==> src/hw/rtl/shell_command_lexer_top_assert.svh <==
// Assertion macros for the shell command lexer.
`ifndef SHELL_COMMAND_LEXER_TOP_ASSERT_SVH
`define SHELL_COMMAND_LEXER_TOP_ASSERT_SVH
`ifndef SYNTH
`define SLC_ASSERT(lbl, clk, rst, prop, msg) \
  lbl: assert property (@(posedge clk) disable iff (rst) prop) else $error(msg);
`define SLC_NEVER(lbl, clk, rst, expr, msg) \
  lbl: assert property (@(posedge clk) disable iff (rst) !(expr)) else $error(msg);
`else
`define SLC_ASSERT(lbl, clk, rst, prop, msg)
`define SLC_NEVER(lbl, clk, rst, expr, msg)
`endif
`endif

==> src/hw/rtl/slc_pkg.sv <==
// Shared types and constants of the shell command lexer.
`default_nettype none
package slc_pkg;

  typedef enum logic [1:0] {
    MODE_BETWEEN = 2'd0,
    MODE_WORD    = 2'd1,
    MODE_QUOTED  = 2'd2,
    MODE_DROP    = 2'd3
  } mode_t;

  typedef enum logic [2:0] {
    EV_BYTE = 3'd0,
    EV_END  = 3'd1,
    EV_LONG = 3'd2,
    EV_MANY = 3'd3,
    EV_LINE = 3'd4
  } event_t;

  localparam logic [2:0] KIND_WORD  = 3'd0;
  localparam logic [2:0] KIND_LT    = 3'd1;
  localparam logic [2:0] KIND_GT    = 3'd2;
  localparam logic [2:0] KIND_PIPE  = 3'd3;
  localparam logic [2:0] KIND_AMP   = 3'd4;
  localparam logic [2:0] KIND_SEMI  = 3'd5;
  localparam logic [2:0] KIND_OPEN  = 3'd6;
  localparam logic [2:0] KIND_CLOSE = 3'd7;

  localparam logic [7:0] CH_NUL   = 8'h00;
  localparam logic [7:0] CH_TAB   = 8'h09;
  localparam logic [7:0] CH_SPACE = 8'h20;
  localparam logic [7:0] CH_QUOTE = 8'h22;
  localparam logic [7:0] CH_AMP   = 8'h26;
  localparam logic [7:0] CH_OPEN  = 8'h28;
  localparam logic [7:0] CH_CLOSE = 8'h29;
  localparam logic [7:0] CH_SEMI  = 8'h3B;
  localparam logic [7:0] CH_LT    = 8'h3C;
  localparam logic [7:0] CH_GT    = 8'h3E;
  localparam logic [7:0] CH_PIPE  = 8'h7C;

  localparam logic [7:0] RESET_MAX_TOKEN_CHARS = 8'd254;
  localparam logic [7:0] RESET_MAX_TOKENS      = 8'd100;

  // register index is paddr[2]
  localparam logic REG_MAX_TOKEN_CHARS = 1'b0;
  localparam logic REG_MAX_TOKENS      = 1'b1;

  localparam int FIFO_DEPTH = 8;
  localparam int FIFO_AW    = 3;
  localparam int MAX_RES    = 3;

  typedef struct packed {
    logic [7:0] max_token_chars;
    logic [7:0] max_tokens;
  } slc_cfg_t;

  typedef struct packed {
    logic       last_of_item;
    logic [7:0] token_number;
    logic [2:0] token_kind;
    logic [7:0] token_byte;
    event_t     event_res;
  } slc_res_t;

  typedef struct packed {
    logic [1:0]         n;
    slc_res_t [2:0]     res;
  } slc_push_t;

endpackage
`default_nettype wire

==> src/hw/rtl/slc_regs.sv <==
// Configuration registers behind the APB-style port.
`default_nettype none
module slc_regs (
  input  wire logic             clk,
  input  wire logic             rst,
  input  wire logic             psel,
  input  wire logic             penable,
  input  wire logic             pwrite,
  input  wire logic [2:0]       paddr,
  input  wire logic [31:0]      pwdata,
  output logic      [31:0]      prdata,
  output logic                  pready,
  output slc_pkg::slc_cfg_t     cfg
);

  logic wr;

  assign pready = 1'b1;
  assign wr = psel && penable && pwrite;

  always_ff @(posedge clk) begin
    if (rst) begin
      cfg.max_token_chars <= slc_pkg::RESET_MAX_TOKEN_CHARS;
      cfg.max_tokens      <= slc_pkg::RESET_MAX_TOKENS;
    end else if (wr) begin
      unique case (paddr[2])
        slc_pkg::REG_MAX_TOKEN_CHARS: cfg.max_token_chars <= pwdata[7:0];
        slc_pkg::REG_MAX_TOKENS:      cfg.max_tokens      <= pwdata[7:0];
        default: ;
      endcase
    end
  end

  always_comb begin
    unique case (paddr[2])
      slc_pkg::REG_MAX_TOKEN_CHARS: prdata = {24'd0, cfg.max_token_chars};
      slc_pkg::REG_MAX_TOKENS:      prdata = {24'd0, cfg.max_tokens};
      default:                      prdata = 32'd0;
    endcase
  end

endmodule
`default_nettype wire

==> src/hw/rtl/slc_core.sv <==
// Input register and single-pass lexer step producing up to three results.
`default_nettype none
module slc_core #(
  parameter int TOKEN_LEN_LIMIT   = 255,
  parameter int TOKEN_COUNT_LIMIT = 128
) (
  input  wire logic              clk,
  input  wire logic              rst,
  input  wire slc_pkg::slc_cfg_t cfg,
  input  wire logic              s_tvalid,
  output logic                   s_tready,
  input  wire logic [7:0]        s_tdata,
  input  wire logic              room,
  output slc_pkg::slc_push_t     push
);

  logic                 in_vld;
  logic [7:0]           in_byte;
  slc_pkg::mode_t       mode, mode_next;
  logic [7:0]           len, len_next;
  logic [7:0]           cnt, cnt_next;
  logic                 take;
  logic [7:0]           char_lim, count_lim;
  logic [2:0]           kind;
  logic                 blank, done;
  logic                 do_end, do_start, do_append, do_line;
  slc_pkg::slc_res_t [2:0] res;
  logic [1:0]           n;

  function automatic slc_pkg::slc_res_t mk_res(slc_pkg::event_t e, logic [7:0] b,
                                                logic [2:0] k, logic [7:0] num);
    slc_pkg::slc_res_t r;
    r.event_res    = e;
    r.token_byte   = b;
    r.token_kind   = k;
    r.token_number = num;
    r.last_of_item = 1'b0;
    return r;
  endfunction

  assign take     = in_vld && room;
  assign s_tready = !in_vld || room;

  always_ff @(posedge clk) begin
    if (rst) begin
      in_vld <= 1'b0;
    end else if (s_tready) begin
      in_vld <= s_tvalid;
    end
  end

  always_ff @(posedge clk) begin
    if (s_tready && s_tvalid) begin
      in_byte <= s_tdata;
    end
  end

  always_ff @(posedge clk) begin
    if (rst) begin
      mode <= slc_pkg::MODE_BETWEEN;
      len  <= 8'd0;
      cnt  <= 8'd0;
    end else if (take) begin
      mode <= mode_next;
      len  <= len_next;
      cnt  <= cnt_next;
    end
  end

  // clamp the register values to the usable range
  always_comb begin
    char_lim = cfg.max_token_chars;
    if (char_lim == 8'd0) char_lim = 8'd1;
    if (char_lim > 8'(TOKEN_LEN_LIMIT - 1)) char_lim = 8'(TOKEN_LEN_LIMIT - 1);
    count_lim = cfg.max_tokens;
    if (count_lim == 8'd0) count_lim = 8'd1;
    if (count_lim > 8'(TOKEN_COUNT_LIMIT)) count_lim = 8'(TOKEN_COUNT_LIMIT);
  end

  always_comb begin
    case (in_byte)
      slc_pkg::CH_LT:    kind = slc_pkg::KIND_LT;
      slc_pkg::CH_GT:    kind = slc_pkg::KIND_GT;
      slc_pkg::CH_PIPE:  kind = slc_pkg::KIND_PIPE;
      slc_pkg::CH_AMP:   kind = slc_pkg::KIND_AMP;
      slc_pkg::CH_SEMI:  kind = slc_pkg::KIND_SEMI;
      slc_pkg::CH_OPEN:  kind = slc_pkg::KIND_OPEN;
      slc_pkg::CH_CLOSE: kind = slc_pkg::KIND_CLOSE;
      default:           kind = slc_pkg::KIND_WORD;
    endcase
  end

  assign blank = (in_byte == slc_pkg::CH_SPACE) || (in_byte == slc_pkg::CH_TAB);
  assign done  = (in_byte == slc_pkg::CH_NUL);

  // pick the actions for this byte
  always_comb begin
    do_end    = 1'b0;
    do_start  = 1'b0;
    do_append = 1'b0;
    do_line   = 1'b0;
    unique case (mode)
      slc_pkg::MODE_BETWEEN: begin
        if (done) do_line = 1'b1;
        else if (!blank) do_start = 1'b1;
      end
      slc_pkg::MODE_WORD: begin
        if (done) begin
          do_end  = 1'b1;
          do_line = 1'b1;
        end else if (blank) begin
          do_end = 1'b1;
        end else if (kind != slc_pkg::KIND_WORD) begin
          do_end   = 1'b1;
          do_start = 1'b1;
        end else begin
          do_append = 1'b1;
        end
      end
      slc_pkg::MODE_QUOTED: begin
        if (done) begin
          do_end  = 1'b1;
          do_line = 1'b1;
        end else if (in_byte == slc_pkg::CH_QUOTE) begin
          do_end = 1'b1;
        end else begin
          do_append = 1'b1;
        end
      end
      slc_pkg::MODE_DROP: begin
        if (done) do_line = 1'b1;
      end
      default: ;
    endcase
  end

  // run the actions in order, collecting results
  always_comb begin
    logic app;
    app       = do_append;
    mode_next = mode;
    len_next  = len;
    cnt_next  = cnt;
    res       = '0;
    n         = 2'd0;
    if (do_end) begin
      res[n]    = mk_res(slc_pkg::EV_END, 8'd0, slc_pkg::KIND_WORD, cnt_next);
      n         = n + 2'd1;
      cnt_next  = cnt_next + 8'd1;
      len_next  = 8'd0;
      mode_next = slc_pkg::MODE_BETWEEN;
    end
    if (do_start) begin
      if (cnt_next >= count_lim) begin
        res[n]    = mk_res(slc_pkg::EV_MANY, 8'd0, slc_pkg::KIND_WORD, cnt_next);
        n         = n + 2'd1;
        mode_next = slc_pkg::MODE_DROP;
      end else if (kind != slc_pkg::KIND_WORD) begin
        res[n]    = mk_res(slc_pkg::EV_BYTE, in_byte, kind, cnt_next);
        n         = n + 2'd1;
        res[n]    = mk_res(slc_pkg::EV_END, 8'd0, kind, cnt_next);
        n         = n + 2'd1;
        cnt_next  = cnt_next + 8'd1;
        len_next  = 8'd0;
        mode_next = slc_pkg::MODE_BETWEEN;
      end else if (in_byte == slc_pkg::CH_QUOTE) begin
        mode_next = slc_pkg::MODE_QUOTED;
        len_next  = 8'd0;
      end else begin
        mode_next = slc_pkg::MODE_WORD;
        len_next  = 8'd0;
        app       = 1'b1;
      end
    end
    if (app) begin
      if ({1'b0, len_next} + 9'd1 > {1'b0, char_lim}) begin
        res[n]    = mk_res(slc_pkg::EV_LONG, 8'd0, slc_pkg::KIND_WORD, cnt_next);
        n         = n + 2'd1;
        mode_next = slc_pkg::MODE_DROP;
      end else begin
        len_next = len_next + 8'd1;
        res[n]   = mk_res(slc_pkg::EV_BYTE, in_byte, slc_pkg::KIND_WORD, cnt_next);
        n        = n + 2'd1;
      end
    end
    if (do_line) begin
      res[n]    = mk_res(slc_pkg::EV_LINE, 8'd0, slc_pkg::KIND_WORD, cnt_next);
      n         = n + 2'd1;
      mode_next = slc_pkg::MODE_BETWEEN;
      len_next  = 8'd0;
      cnt_next  = 8'd0;
    end
    if (n != 2'd0) res[n - 2'd1].last_of_item = 1'b1;
  end

  assign push.n   = take ? n : 2'd0;
  assign push.res = res;

endmodule
`default_nettype wire

==> src/hw/rtl/slc_fifo.sv <==
// Result queue: takes up to three results a cycle, hands out one while m_tready is high.
`default_nettype none
module slc_fifo (
  input  wire logic               clk,
  input  wire logic               rst,
  input  wire slc_pkg::slc_push_t push,
  output logic                    room,
  output logic                    m_tvalid,
  input  wire logic               m_tready,
  output slc_pkg::slc_res_t       head
);

  slc_pkg::slc_res_t                    mem [slc_pkg::FIFO_DEPTH];
  logic [slc_pkg::FIFO_AW-1:0]          wp, rp;
  logic [slc_pkg::FIFO_AW:0]            count;
  logic                                 pop;

  assign m_tvalid = (count != '0);
  assign pop      = m_tvalid && m_tready;
  // space for a full burst of results
  assign room     = count <= (slc_pkg::FIFO_AW + 1)'(slc_pkg::FIFO_DEPTH - slc_pkg::MAX_RES);
  assign head     = mem[rp];

  always_ff @(posedge clk) begin
    for (int i = 0; i < slc_pkg::MAX_RES; i++) begin
      if (2'(i) < push.n) begin
        mem[wp + slc_pkg::FIFO_AW'(i)] <= push.res[i];
      end
    end
  end

  always_ff @(posedge clk) begin
    if (rst) begin
      wp    <= '0;
      rp    <= '0;
      count <= '0;
    end else begin
      wp    <= wp + slc_pkg::FIFO_AW'(push.n);
      rp    <= rp + slc_pkg::FIFO_AW'(pop);
      count <= count + (slc_pkg::FIFO_AW + 1)'(push.n)
                     - (slc_pkg::FIFO_AW + 1)'(pop);
    end
  end

endmodule
`default_nettype wire

==> src/hw/rtl/shell_command_lexer_top.sv <==
// The first result of a request reaches the output through the input register, then the
// result queue, whose head drives the output.
// Throughput: one byte per cycle while each byte gives at most one result and m_tready is
// high; a byte that gives two or three results needs that many reads from the single read
// port of the 8-entry result queue, which stalls input once fewer than three entries are free.
// Reset (rst, synchronous): lexer between tokens, counts zero, queue empty, registers 254/100.
`default_nettype none
`include "shell_command_lexer_top_assert.svh"
module shell_command_lexer_top #(
  parameter int TOKEN_LEN_LIMIT   = 255,
  parameter int TOKEN_COUNT_LIMIT = 128
) (
  input  wire logic        clk,
  input  wire logic        rst,
  input  wire logic        s_tvalid,
  output logic             s_tready,
  input  wire logic [7:0]  s_tdata,   // [7:0] in_byte
  output logic             m_tvalid,
  input  wire logic        m_tready,
  output logic [23:0]      m_tdata,   // [2:0] event_res, [10:3] token_byte,
                                      // [13:11] token_kind, [21:14] token_number, [23:22] zero
  output logic             m_tlast,   // last_of_item
  input  wire logic        psel,
  input  wire logic        penable,
  input  wire logic        pwrite,
  input  wire logic [2:0]  paddr,
  input  wire logic [31:0] pwdata,
  output logic [31:0]      prdata,
  output logic             pready
);

  slc_pkg::slc_cfg_t  cfg;
  slc_pkg::slc_push_t push;
  slc_pkg::slc_res_t  head;
  logic               room;

  slc_regs u_regs (
    .clk, .rst, .psel, .penable, .pwrite, .paddr, .pwdata, .prdata, .pready, .cfg
  );

  slc_core #(
    .TOKEN_LEN_LIMIT   (TOKEN_LEN_LIMIT),
    .TOKEN_COUNT_LIMIT (TOKEN_COUNT_LIMIT)
  ) u_core (
    .clk, .rst, .cfg, .s_tvalid, .s_tready, .s_tdata, .room, .push
  );

  slc_fifo u_fifo (
    .clk, .rst, .push, .room, .m_tvalid, .m_tready, .head
  );

  assign m_tdata = {2'b00, head.token_number, head.token_kind, head.token_byte,
                    head.event_res};
  assign m_tlast = head.last_of_item;

  `SLC_ASSERT(a_line_last, clk, rst, (m_tvalid && head.event_res == slc_pkg::EV_LINE) |-> m_tlast, "line done not last result")
  `SLC_ASSERT(a_byte_zero, clk, rst, (m_tvalid && head.event_res != slc_pkg::EV_BYTE) |-> (head.token_byte == 8'd0), "token byte set on non-byte result")
  `SLC_NEVER(a_stall_empty, clk, rst, !s_tready && !m_tvalid, "input stalled with empty queue")

endmodule
`default_nettype wire
==> config.mk <==
export PLATFORM = sky130hd
export DESIGN_NAME = shell_command_lexer_top
export DESIGN_NICKNAME = d
export VERILOG_FILES = /design/src/hw/rtl/slc_pkg.sv /design/src/hw/rtl/slc_regs.sv /design/src/hw/rtl/slc_core.sv /design/src/hw/rtl/slc_fifo.sv /design/src/hw/rtl/shell_command_lexer_top.sv
export VERILOG_INCLUDE_DIRS = /design/src /design/src/hw/rtl
export SDC_FILE = /design/constraint.sdc
export NUM_CORES = 1
export LEC_CHECK = 0
export BUFFER_PORTS_ARGS = -buffer_cell sky130_fd_sc_hd__buf_2
export CAP_MARGIN = 20
export CORE_AREA = 2 2 206 208
export CTS_BUF_LIST = sky130_fd_sc_hd__clkbuf_4
export CTS_CLUSTER_DIAMETER = 50
export CTS_CLUSTER_SIZE = 16
export DETAILED_ROUTE_END_ITERATION = 12
export DIE_AREA = 0 0 208 210
export PLACE_DENSITY = 0.65
export SKIP_CTS_REPAIR_TIMING = 1
export SLEW_MARGIN = 20
export SYNTH_ARGS = -nofsm -noshare
export SYNTH_HDL_FRONTEND = slang
export SYNTH_SLANG_ARGS = --single-unit
==> constraint.sdc <==
create_clock -name clk -period 9.3 [get_ports clk]
set_input_delay 0.465 -clock clk [delete_from_list [all_inputs] [get_ports clk]]
set_output_delay 0.465 -clock clk [all_outputs]
set_load 0.01 [all_outputs]
==> run summary, run 1 <==
Each instance of the synthesized netlist takes up on average 10.30 um^2. The analysis attributes to cell leakage a power of 5.531 nW. The ratio of routed vias to standard cells is 6.218. The largest single stage delay on the critical path is 0.82 ns.

Measured along the x axis, the die boundary spans 208 um. The worst setup path is captured at a flip-flop. The core region is 41,480 um^2.

For the number of optimization iterations in the first detailed-route pass, the log shows 6. Setup violations remaining at the end of the flow were counted as 0. For the total power, the log shows 2.655 mW. The fraction of layout instances using a drive strength above 1 was 18.45%; the final max-slew violation count was 0. The number of clock buffers added by TritonCTS is 27.

Proportion of synthesized chip area in sequential cells: 44.11%. TritonCTS built the clock tree. Type of the worst min-delay path: in2reg. For this design, the slowest cell found on the critical path is sky130_fd_sc_hd__o31ai_4.

The number of instances in the synthesized netlist is 1,467. The total vias in the final route is 12,930, and the time the final worst path needs with I/O delays and setup is 8.427 ns. Pin placement for this block handled 110 I/O pins. During synthesis, Yosys emitted a total of 0 warnings. Counting along the longest clock path gives a buffer depth of 3. Compared with the post-synthesis result, the final layout area differs by 10.44%.

Clock latency on the worst-skew pair, taken at its later pin, is 0.84 ns. The share of async-settable or async-resettable flops after synthesis is 0%, and the register clock-pin slew on the reported worst setup and hold paths is 0.13 ns. The flow ran to the end, and the final reports show no timing, DRC or antenna violations. The setup TNS after final layout was 0 ns. Setup repair after global routing left no endpoint under its margin.

Measured along the y axis, the die boundary spans 210 um. The total overflow reported by the global router was 0. The global-route wire length before repair came out at 73,060 um. The tree is rooted in a sky130_fd_sc_hd__clkbuf_4. The worst setup path is launched from a flip-flop. In this run, the number of DRC markers left after iteration 0 of detailed routing was 1,544. STA puts the critical path data required time at 9.75 ns.

The number of antenna violations at the first check in global routing is 1. The HPWL after detailed placement is 32,220 um. The tools report the number of failing hold endpoints at the final stage as 0.

The kind of critical path was reg2reg. Dividing the final minimum period by the clock period gives 90.62%. The logs give 43,680 um^2 for the die area and 15,110 um^2 for the cell area after synthesis. The filler cells instantiated in the layout total 4,068.

Dominant synthesized flop cell: sky130_fd_sc_hd__edfxtp_1. The final layout contains routed wiring with a total length of 48,870 um. Entering global routing, the biggest net connects 48 pins. The via count of the first global-routing pass was 12,380; the transition time at the pin with the least slew margin was 1.150 ns. The routed wirelength normalized by instance count is 23.51 um, and the overall routing resource usage is 21.65%.

The count of buffers inserted at the top-level ports is 56. Once detail routing completed, the nets flagged for antenna violations numbered 0. The count of unique library cells instantiated by Yosys was 89.

The tool flagged a number of max-cap violations equal to 0. Initial cell density of the core: 36.43%. The number of cell rows was 75.

The tools report the worst slew margin relative to its limit as 23.00%. Across the routed clock network, the largest skew measured is 0.1329 ns. Based on the critical path, the design can be clocked at up to 0.1187 GHz. The final net count came out at 1,616.

Along the worst path, the maximum fanout reaches 16. Across the VDD grid, the largest voltage drop is 83.90 uV. Synthesis inferred 237 register bits. The total number of H-tree levels is 1, and the arrival time of data at the critical path endpoint is 8.88 ns. The congestion estimate from routability-driven global placement came to 0.9578. For this design the ratio of total power to cell area is 159.1 nW/um^2.

The number of synthesized flops with an enable pin was 192; the remaining routing DRC violations was 0. The tree built by TritonCTS fans out to 237 sinks.
-- synth_stat cells, types with 10 or more instances --
cell type	instances	share of area (%)
sky130_fd_sc_hd__nand2_1	258	6.4
sky130_fd_sc_hd__edfxtp_1	192	38
sky130_fd_sc_hd__o221ai_1	134	7.8
sky130_fd_sc_hd__nor2_1	77	1.9
sky130_fd_sc_hd__clkbuf_1	55	1.4
sky130_fd_sc_hd__o21ai_0	47	1.6
sky130_fd_sc_hd__a21oi_1	46	1.5
sky130_fd_sc_hd__mux4_2	46	6.9
sky130_fd_sc_hd__dfxtp_1	45	6.0
sky130_fd_sc_hd__inv_1	45	1.1
sky130_fd_sc_hd__ha_1	44	3.6
sky130_fd_sc_hd__nand3_1	44	1.5
sky130_fd_sc_hd__buf_4	35	1.7
sky130_fd_sc_hd__a31oi_1	27	1.1
sky130_fd_sc_hd__mux2_2	27	2.0
sky130_fd_sc_hd__buf_2	23	0.76
sky130_fd_sc_hd__nor2b_1	20	0.83
sky130_fd_sc_hd__o21ai_1	18	0.60
sky130_fd_sc_hd__nand2b_1	17	0.70
sky130_fd_sc_hd__buf_1	16	0.40
sky130_fd_sc_hd__o211ai_1	16	0.79
sky130_fd_sc_hd__o2bb2a_1	15	0.99
sky130_fd_sc_hd__a22oi_1	14	0.70
sky130_fd_sc_hd__nor3_1	14	0.46
sky130_fd_sc_hd__xnor2_1	14	0.81
sky130_fd_sc_hd__a211o_1	11	0.64
sky130_fd_sc_hd__and3_1	10	0.41
sky130_fd_sc_hd__o21a_1	10	0.50
-- cells in the final DEF (no fill, tap or decap), types with 45 or more instances in the layout --
cell type / instances
sky130_fd_sc_hd__buf_2: 56
sky130_fd_sc_hd__edfxtp_1: 192
sky130_fd_sc_hd__a21oi_1: 46
sky130_fd_sc_hd__nor2_1: 77
sky130_fd_sc_hd__nand2_1: 258
sky130_fd_sc_hd__inv_1: 45
sky130_fd_sc_hd__buf_4: 54
sky130_fd_sc_hd__o221ai_1: 134
sky130_fd_sc_hd__mux4_2: 46
-- per-stage QoR --
step	hold WS, ns	instances	cell area [um^2]	setup WS, ns	util [%]
2_1_floorplan	0.4456	1492	15210	0.6855	-
3_3_place_gp	0.4787	2010	16020	0.9921	38.61
3_5_place_dp	0.4791	2010	16020	0.9540	38.61
4_1_cts	-0.1476	2058	16460	0.9787	39.69
5_1_grt	0.2167	2079	16690	0.3721	40.24
6_report	0.2155	2079	16690	0.8727	40.24
-- path summary, 6_finish.rpt --
path,from,cells past startpoint,slack (ns),to
worst max-delay path,u_core.in_byte[1],28,0.87,u_fifo.mem[1][6]
worst min-delay path,penable,5,0.22,u_regs.cfg[0]
worst max register to register,u_core.in_byte[1],28,0.87,u_fifo.mem[1][6]
worst min register to register,u_regs.cfg[0],2,0.50,u_regs.cfg[0]
-- cell type report --
class	instances	area, um^2	area share [%]
Multi-Input combinational cell	1078	7816	46.83
Antenna cell	1	2.502	0.01499
Clock buffer	30	225.2	1.349
Inverter	46	172.7	1.035
Timing Repair Buffer	130	905.9	5.428
Tap cell	539	674.4	4.041
Sequential cell	237	6671	39.97
Clock inverter	18	221.5	1.327
-- where the power goes --
group	switching [mW]	internal (mW)	total [mW]
sequential	0.0609	1.21	1.27
clock	0.416	0.260	0.676
combinational	0.378	0.335	0.713
total	0.855	1.80	2.66
-- state kept, by name, summed over array words and instances, names as in the netlist --
signal,count
u_core.mode,2
u_core.in_vld,1
u_fifo.rp,3
u_regs.cfg,16
u_fifo.wp,3
u_fifo.count,4
u_core.cnt,8
u_fifo.mem,184
u_core.len,8
u_core.in_byte,8
-- metal layers --
metal | vias to the layer above | track usage [%] | part of all wire, %
li1 | 5735 | - | -
met2 | 825 | 34.92 | 46
met4 | 0 | 8.437 | 3.7
met3 | 159 | 4.336 | 11
met1 | 6209 | 28.73 | 40
met5 | - | 0.3337 | 0
-- cells by family after synthesis --
kind of cell / share of synthesized area (%)
XOR/XNOR: 1.449
adder cells (fa/ha/maj): 3.974
other: 0.04970
AO/OA/AOI/OAI: 20.79
flip-flops: 44.11
multiplexers: 9.223
buffers and inverters: 5.556
AND/OR/NAND/NOR: 14.85
-- critical path: cells and delay by family, from the launching register on --
family	cells	cell delay [ns]
mux	3	1.01
simple gates	4	0.96
fa+ha+maj	4	1.24
compound gates	10	2.99
xor+xnor	1	0.33
flops	1	0.64
buf+inv	6	0.95
No activity file was read; power rests on OpenSTA's default activity.
==> run 2: changes to the inputs <==
--- a/config.mk
+++ b/config.mk
@@ -8,13 +8,13 @@
 export LEC_CHECK = 0
 export BUFFER_PORTS_ARGS = -buffer_cell sky130_fd_sc_hd__buf_2
 export CAP_MARGIN = 20
-export CORE_AREA = 2 2 206 208
+export CORE_AREA = 2 2 126 251
 export CTS_BUF_LIST = sky130_fd_sc_hd__clkbuf_4
 export CTS_CLUSTER_DIAMETER = 50
 export CTS_CLUSTER_SIZE = 16
 export DETAILED_ROUTE_END_ITERATION = 12
-export DIE_AREA = 0 0 208 210
-export PLACE_DENSITY = 0.65
+export DIE_AREA = 0 0 128 253
+export PLACE_DENSITY = 0.69
 export SKIP_CTS_REPAIR_TIMING = 1
 export SLEW_MARGIN = 20
 export SYNTH_ARGS = -nofsm -noshare
==> run 2 against run 1 <==
Sequential power about the same; wire length up 3.1%; flip-flop and latch count unchanged; critical path type unchanged; largest power group unchanged; critical path depth up 1.
==> run summary, run 2 (same netlist as run 1, synthesis figures left out) <==
The ratio of routed vias to standard cells works out to 6.923. Registers are responsible for 49.1% of the overall power. Compared with the post-synthesis result, the final layout area differs by 7.733%.

The tools report the leakage dissipation as 5.425 nW. Type of the worst min-delay path: in2reg. STA puts the critical path data required time at 9.70 ns. The logs give 13,060 for the total vias in the final route and 8.88 ns for the arrival time of data at the critical path endpoint. In this run the tool buffered the top-level ports with 56 buffer cells. Entering global routing, the biggest net connects 48 pins. For the part of the power in the clock network, the log shows 22.6%. Across the VDD grid, the largest voltage drop is 156.0 uV. The worst slew margin relative to its limit was 27.35%. Across the run, the number of max-cap violations was 0. The worst setup path is launched from a flip-flop. The worst clock skew on the final layout was 0.05835 ns; the wire length reported by the detailed router was 50,390 um. Most frequent standard cell in the layout excluding fill and tap cells: sky130_fd_sc_hd__nand2_1. The first routing iteration left 1,927 violations. TritonCTS built the clock tree. The register with the most flip-flops is u_fifo.mem. The total power was 2.563 mW. The later pin in the worst-skew pair is clocked with a latency of 0.78 ns.

The number of sinks driven by the clock tree is 237. The critical path starts at u_core.in_byte[3]. The instance count after placement with tap cells included is 1,833. Based on the critical path, the design can be clocked at up to 0.1179 GHz. For the final net count, the log shows 1,599. In this run the vertical extent of the chip is 253 um. Counting I/O delays and the setup requirement, the final critical path takes 8.481 ns. For the number of antenna violations at the first check in global routing, the log shows 2.

Of all nets on the critical path, the largest fanout is 23. Dividing the detail-routed wire length by the instance count gives 26.70 um. The placed instances occupy a cell area of 15,760 um^2. From left edge to right edge, the die measures 128 um.

The most critical setup path has its endpoint at u_fifo.mem[3][1]. The total number of H-tree levels came out at 1. Final critical-path setup slack: 0.8191 ns. The transition time at the pin with the least slew margin works out to 1.081 ns.

For this design the ratio of total power to cell area is 157.5 nW/um^2. For this design the total switching power over the nets is 0.8122 mW. The die covers 32,380 um^2. OpenSTA, run right after detailed placement, puts the worst setup slack at 1.008 ns. STA classifies the critical path endpoint as a flip-flop. The first global-routing pass estimated 74,570 um of wire. Summing all non-filler instances in the final layout gives an area of 16,280 um^2. Hold timing on the final database bottoms out at a slack of 0.1759 ns. Slowest cell on the critical path: sky130_fd_sc_hd__edfxtp_1. The final max-slew violation count is 0. The number of cells traversed by the worst register-to-register path is 29, and the number of failing hold endpoints at the final stage is 0. Half-perimeter wire length of the detailed placement result: 32,360 um. The final critical path takes up 91.19% of the cycle. The delay of the slowest cell on the worst path works out to 0.64 ns. Setup repair after global routing left no endpoint under its margin. 110 I/O pins were placed.

Per report_power, the combinational group accounts for 28.3% of the total. Routability-driven placement finished with a final weighted congestion of 0.9764. The flip-flop count of the largest register, all copies and words added was 184. The beginning of the worst register-to-register path was u_core.in_byte[3].

In the global route stage, overall resource usage came out at 30.61%. In the final layout, the multi-input gates occupy 7811 um^2. The remaining routing DRC violations is 0, and the fraction of layout instances using a drive strength above 1 is 17.05%. For the final core area utilization, the log shows 53.35%. The library cells used most frequently in the layout, excluding fill and tap cells, are sky130_fd_sc_hd__nand2_1, sky130_fd_sc_hd__edfxtp_1, sky130_fd_sc_hd__o221ai_1, sky130_fd_sc_hd__nor2_1, sky130_fd_sc_hd__buf_2. The tools report the number of optimization iterations in the first detailed-route pass as 6. The flow ran to the end, and the final reports show no timing, DRC or antenna violations. The largest buffer count on any clock path was 3. The internal power came out at 1.751 mW. The kind of critical path was reg2reg. Clock tree synthesis selected as its root buffer the cell sky130_fd_sc_hd__clkbuf_4. Post-detailed-route count of antenna-violating nets: 0. Setup violations remaining at the end of the flow were counted as 0. The register clock-pin slew on the reported worst setup and hold paths works out to 0.15 ns. The endpoint identified for the worst register-to-register timing path is u_fifo.mem[3][1]. Summing all flip-flop and latch instances after layout gives 6671 um^2. Adding up every negative setup slack in the final design gives 0 ns.

For this configuration, the core starts out at a cell density of 49.52%. The finished layout holds 1,887 standard cells, fillers aside. The largest registers in the layout are u_fifo.mem x184, u_regs.cfg x16. The via count of the first global-routing pass was 12,640; the number of CTS-inserted buffers was 21.

Counting the fill cells in the layout gives 2,680. The total overflow reported by the global router came out at 0. The setup slack of the worst register-to-register path was 0.82 ns. The number of cell rows is 91.

The switching part of the total power was 31.68%. The region available for standard cell placement spans 30,510 um^2.
run 2: per-layer routing:
metal,up-vias,GRT usage [%],share of wire [%]
li1,5696,-,-
met1,6312,38.17,36
met2,859,50.60,49
met3,195,4.944,9.8
met4,2,16.55,5.7
met5,-,0,0.089
run 2: power groups by stage:
stage | logic, mW | clock network (mW) | registers (mW)
after floorplan | 0.538 | 0 | 1.24
after global routing | 0.781 | 0.623 | 1.27
final | 0.725 | 0.579 | 1.26
after global placement | 0.646 | 0 | 1.32
after detailed placement | 0.663 | 0 | 1.33
after CTS | 0.667 | 0.585 | 1.30
run 2: worst min path at each step:
stage	start	endpoint	slack (ns)	cells after the start
floorplan	u_regs.cfg[0]	u_regs.cfg[0]	0.45	2
global placement	u_regs.cfg[0]	u_regs.cfg[0]	0.47	2
detailed placement	u_regs.cfg[1]	u_regs.cfg[1]	0.49	2
CTS	s_tdata[3]	u_core.in_byte[3]	-0.15	1
global route	m_tready	u_fifo.rp[0]	0.16	4
finish	m_tready	u_fifo.rp[0]	0.18	4
run 2: critical path: cells and delay by family, from the launching register on:
kind | cells | cell delay [ns]
compound gates | 10 | 2.27
xor+xnor | 1 | 0.30
fa+ha+maj | 4 | 1.25
buf+inv | 7 | 1.34
flops | 1 | 0.64
mux | 3 | 1.04
simple gates | 4 | 1.27
run 2: area by class of cell:
class,count,area share (%)
sequential,237,40.98
inverter,46,1.061
clock inverter,10,0.8838
tap,372,2.859
timing repair buffer,119,5.149
clock buffer,23,1.061
multi-input combinational,1078,47.98
antenna,2,0.03074
==> run 3: changes to the inputs <==
--- a/config.mk
+++ b/config.mk
@@ -6,15 +6,15 @@
 export SDC_FILE = /design/constraint.sdc
 export NUM_CORES = 1
 export LEC_CHECK = 0
-export BUFFER_PORTS_ARGS = -buffer_cell sky130_fd_sc_hd__buf_2
+export BUFFER_PORTS_ARGS = -buffer_cell sky130_fd_sc_hd__clkbuf_2
 export CAP_MARGIN = 20
-export CORE_AREA = 2 2 126 251
+export CORE_AREA = 2 2 145 288
 export CTS_BUF_LIST = sky130_fd_sc_hd__clkbuf_4
 export CTS_CLUSTER_DIAMETER = 50
 export CTS_CLUSTER_SIZE = 16
 export DETAILED_ROUTE_END_ITERATION = 12
-export DIE_AREA = 0 0 128 253
-export PLACE_DENSITY = 0.69
+export DIE_AREA = 0 0 147 290
+export PLACE_DENSITY = 0.55
 export SKIP_CTS_REPAIR_TIMING = 1
 export SLEW_MARGIN = 20
 export SYNTH_ARGS = -nofsm -noshare
==> run 3 against run 2 <==
Clock skew shrank 0.0032 ns; critical path type unchanged; power is 4.0% lower; largest power group unchanged; largest cell class unchanged; flip-flop and latch count is the same; critical path depth did not move; non-clock buffer count grew 9; worst setup slack got worse by 0.036 ns; wire length grew 5.4%; sequential share of layout area decreased by 0.41 points; first-iteration DRC count shrank 40%; die area up 32%; core utilization is 13 points lower; combinational power rose by 0.8%.
==> run summary, run 3 (same netlist as run 1, synthesis figures left out) <==
The flow ran to the end, and the final reports show no timing, DRC or antenna violations. The run gives 9.08 ns as the arrival time of data at the critical path endpoint. In the final layout, the registers with the most flip-flops are u_fifo.mem x184, u_regs.cfg x16. Along the worst path, the maximum fanout reaches 14. The congestion estimate from routability-driven global placement came to 0.9693. The largest vdd supply drop was 104.4 uV; the data required time of the critical path was 9.87 ns. The hold-critical path endpoint was u_regs.cfg[4]. The run gives 1,160 as the starting DRC count in detailed routing. The first global-routing pass estimated 77,770 um of wire. The area growth from synthesis to layout is 8.834%. For the instance count after placement with tap cells included, the log shows 2,002. Setup violations remaining at the end of the flow were counted as 0. The count of buffers added on input and output ports is 56. In the global route stage, met1 resource usage came out at 24.55%. For the largest buffer count on any clock path, the log shows 3. Setup repair after global routing left no endpoint under its margin. The tools report the global-route track usage on met3 as 3.585%. The worst slew margin relative to its limit is 26.71%. Via count of the first global-routing pass: 12,450.

The total number of H-tree levels came out at 1. TritonCTS built the clock tree. For the pin count of the biggest net entering global routing, the log shows 43. Global routing finished with a remaining overflow of 0. The number of cell rows was 104.

Using the TritonRoute via totals, the vias-per-cell ratio works out to 6.196. The initial cell density of the core came out at 37.46%. Most frequent standard cell in the layout excluding fill and tap cells: sky130_fd_sc_hd__nand2_1. On the worst path, the slowest cell contributes a delay of 0.59 ns.

In this run the count of I/O pins placed on the die edge is 110. The slowest cell on the critical path is sky130_fd_sc_hd__edfxtp_1. The peak clock frequency supported by timing came out at 0.1174 GHz.

The register with the most flip-flops in the layout has 184 of them. The floorplan step set the die height to 290 um. The number of CTS-inserted buffers was 20. The startpoint identified for the worst hold timing path is penable. The tools report the routing usage on met2 as 45.78%. The logs give 0 for the number of failing hold endpoints at the final stage and 0.9233 ns for the pre-CTS worst setup slack. The tools report the post-route non-filler standard cell count as 2,052. Across every metal layer, demand over resource in global routing totals 24.43%. The leakage dissipation came out at 5.429 nW. The worst slack on hold paths was 0.1701 ns. For the pin with the worst max-slew slack, the measured transition is 1.094 ns. The number of optimization iterations in the first detailed-route pass is 7. The finished cells cover 16,450 um^2. The kind of critical path was reg2reg. The tools report the endpoint kind of the worst setup timing path as a flip-flop. The tightest min-delay check is of the in2reg type. The final max-slew violation count came out at 0.

After detailed routing, the average wire length per cell comes to 25.89 um. Total power for the finished layout comes to 2.461 mW. The startpoint identified for the worst register-to-register timing path is u_core.in_byte[3]. Power spread over the standard cell area amounts to 149.6 nW/um^2. The tools report the worst clock skew on the final layout as 0.05515 ns. Along the worst hold path, the cell count comes to 5. The floorplan step defined a die boundary enclosing 42,630 um^2. The half-perimeter wire length of the detailed placement result is 36,740 um.

The standard cell area after detailed placement was 16,040 um^2; the register clock-pin slew on the reported worst setup and hold paths was 0.17 ns. Setup total negative slack on the finished layout was measured at 0 ns. Setup slack on the critical path of the routed design comes to 0.7835 ns.

The number of cells traversed by the worst register-to-register path was 29; the final net count was 1,607. Cells fill 40.77% of the core in the end. CTS placed an instance of sky130_fd_sc_hd__clkbuf_4 at the clock tree root. For this block, the routed nets add up to 53,130 um of wire. Max-cap violations in this run came to 0.

The global routing stage identified its most utilized layer as met2. The endpoint identified for the worst register-to-register timing path is u_fifo.mem[6][4]. Ranked by flip-flop count, first place goes to u_fifo.mem.

The fraction of layout instances using a drive strength above 1 was 17.43%; the remaining routing DRC violations was 0. The post-detailed-route count of antenna-violating nets is 0. The run gives 2 as the number of antenna violations at the first check in global routing. The logs give 0.78 ns for the setup slack of the worst register-to-register path and 237 for the number of sinks driven by the clock tree. In the finished design, the share of the clock period the worst path needs comes to 91.58%. The core box area is 40,340 um^2, and the time the final worst path needs with I/O delays and setup is 8.517 ns. Leaving out fill and tap cells, the most frequent cells in the layout are sky130_fd_sc_hd__nand2_1, sky130_fd_sc_hd__edfxtp_1, sky130_fd_sc_hd__o221ai_1, sky130_fd_sc_hd__nor2_1, sky130_fd_sc_hd__clkbuf_2. For the worst-skew pair, the clock arrives at the later sink with an insertion delay of 0.76 ns. The overall die width was 147 um. The total vias in the final route came out at 12,710. The worst setup path is launched from a flip-flop.
run 3: cell types whose count changed in the layout (fill, tap and decap cells not counted), moves of 2 or more:
cell,previous run,this run
sky130_fd_sc_hd__buf_2,57,0
sky130_fd_sc_hd__buf_4,42,53
sky130_fd_sc_hd__bufinv_16,3,0
sky130_fd_sc_hd__clkbuf_2,0,56
sky130_fd_sc_hd__clkinv_1,1,3
sky130_fd_sc_hd__clkinv_4,2,0
run 3: power breakdown:
part | total (mW) | leakage (nW) | switching [mW] | internal, mW
clock | 0.483 | 0.128 | 0.356 | 0.127
sequential | 1.25 | 2.10 | 0.0414 | 1.21
combinational | 0.731 | 3.20 | 0.402 | 0.328
total | 2.46 | 5.43 | 0.800 | 1.66
run 3: worst max-delay path: cells and delay by family (launching register included):
kind	cells	cell delay, ns
AO/OA/AOI/OAI	10	2.40
AND/OR/NAND/NOR	5	1.68
flip-flops	1	0.59
XOR/XNOR	1	0.33
buffers and inverters	6	1.05
multiplexers	3	1.04
adder cells (fa/ha/maj)	4	1.23
run 3: per-layer routing:
| metal | wire, um | vias up |
|---|---|---|
| li1 | - | 5705 |
| met1 | 17490 | 6130 |
| met2 | 28080 | 660 |
| met3 | 3502 | 219 |
| met4 | 4051 | 0 |
| met5 | 0 | - |
run 3: worst max-delay path by stage:
| stage | cells past startpoint | endpoint | from |
|---|---|---|---|
| global placement | 29 | u_fifo.mem[6][4] | u_core.in_byte[3] |
| floorplan | 28 | u_fifo.mem[0][0] | u_core.mode[0] |
| finish | 29 | u_fifo.mem[6][4] | u_core.in_byte[3] |
| detailed placement | 29 | u_fifo.mem[6][4] | u_core.in_byte[3] |
| CTS | 29 | u_fifo.mem[6][4] | u_core.in_byte[3] |
| global route | 30 | u_fifo.mem[3][10] | u_core.mode[0] |
run 3: area by class of cell:
class,count,area [um^2]
Inverter,46,172.7
Sequential cell,237,6671
Clock inverter,7,45.04
Timing Repair Buffer,128,888.4
Antenna cell,2,5.005
Multi-Input combinational cell,1078,7821
Fill cell,3986,23890
Clock buffer,24,180.2
Tap cell,530,663.1
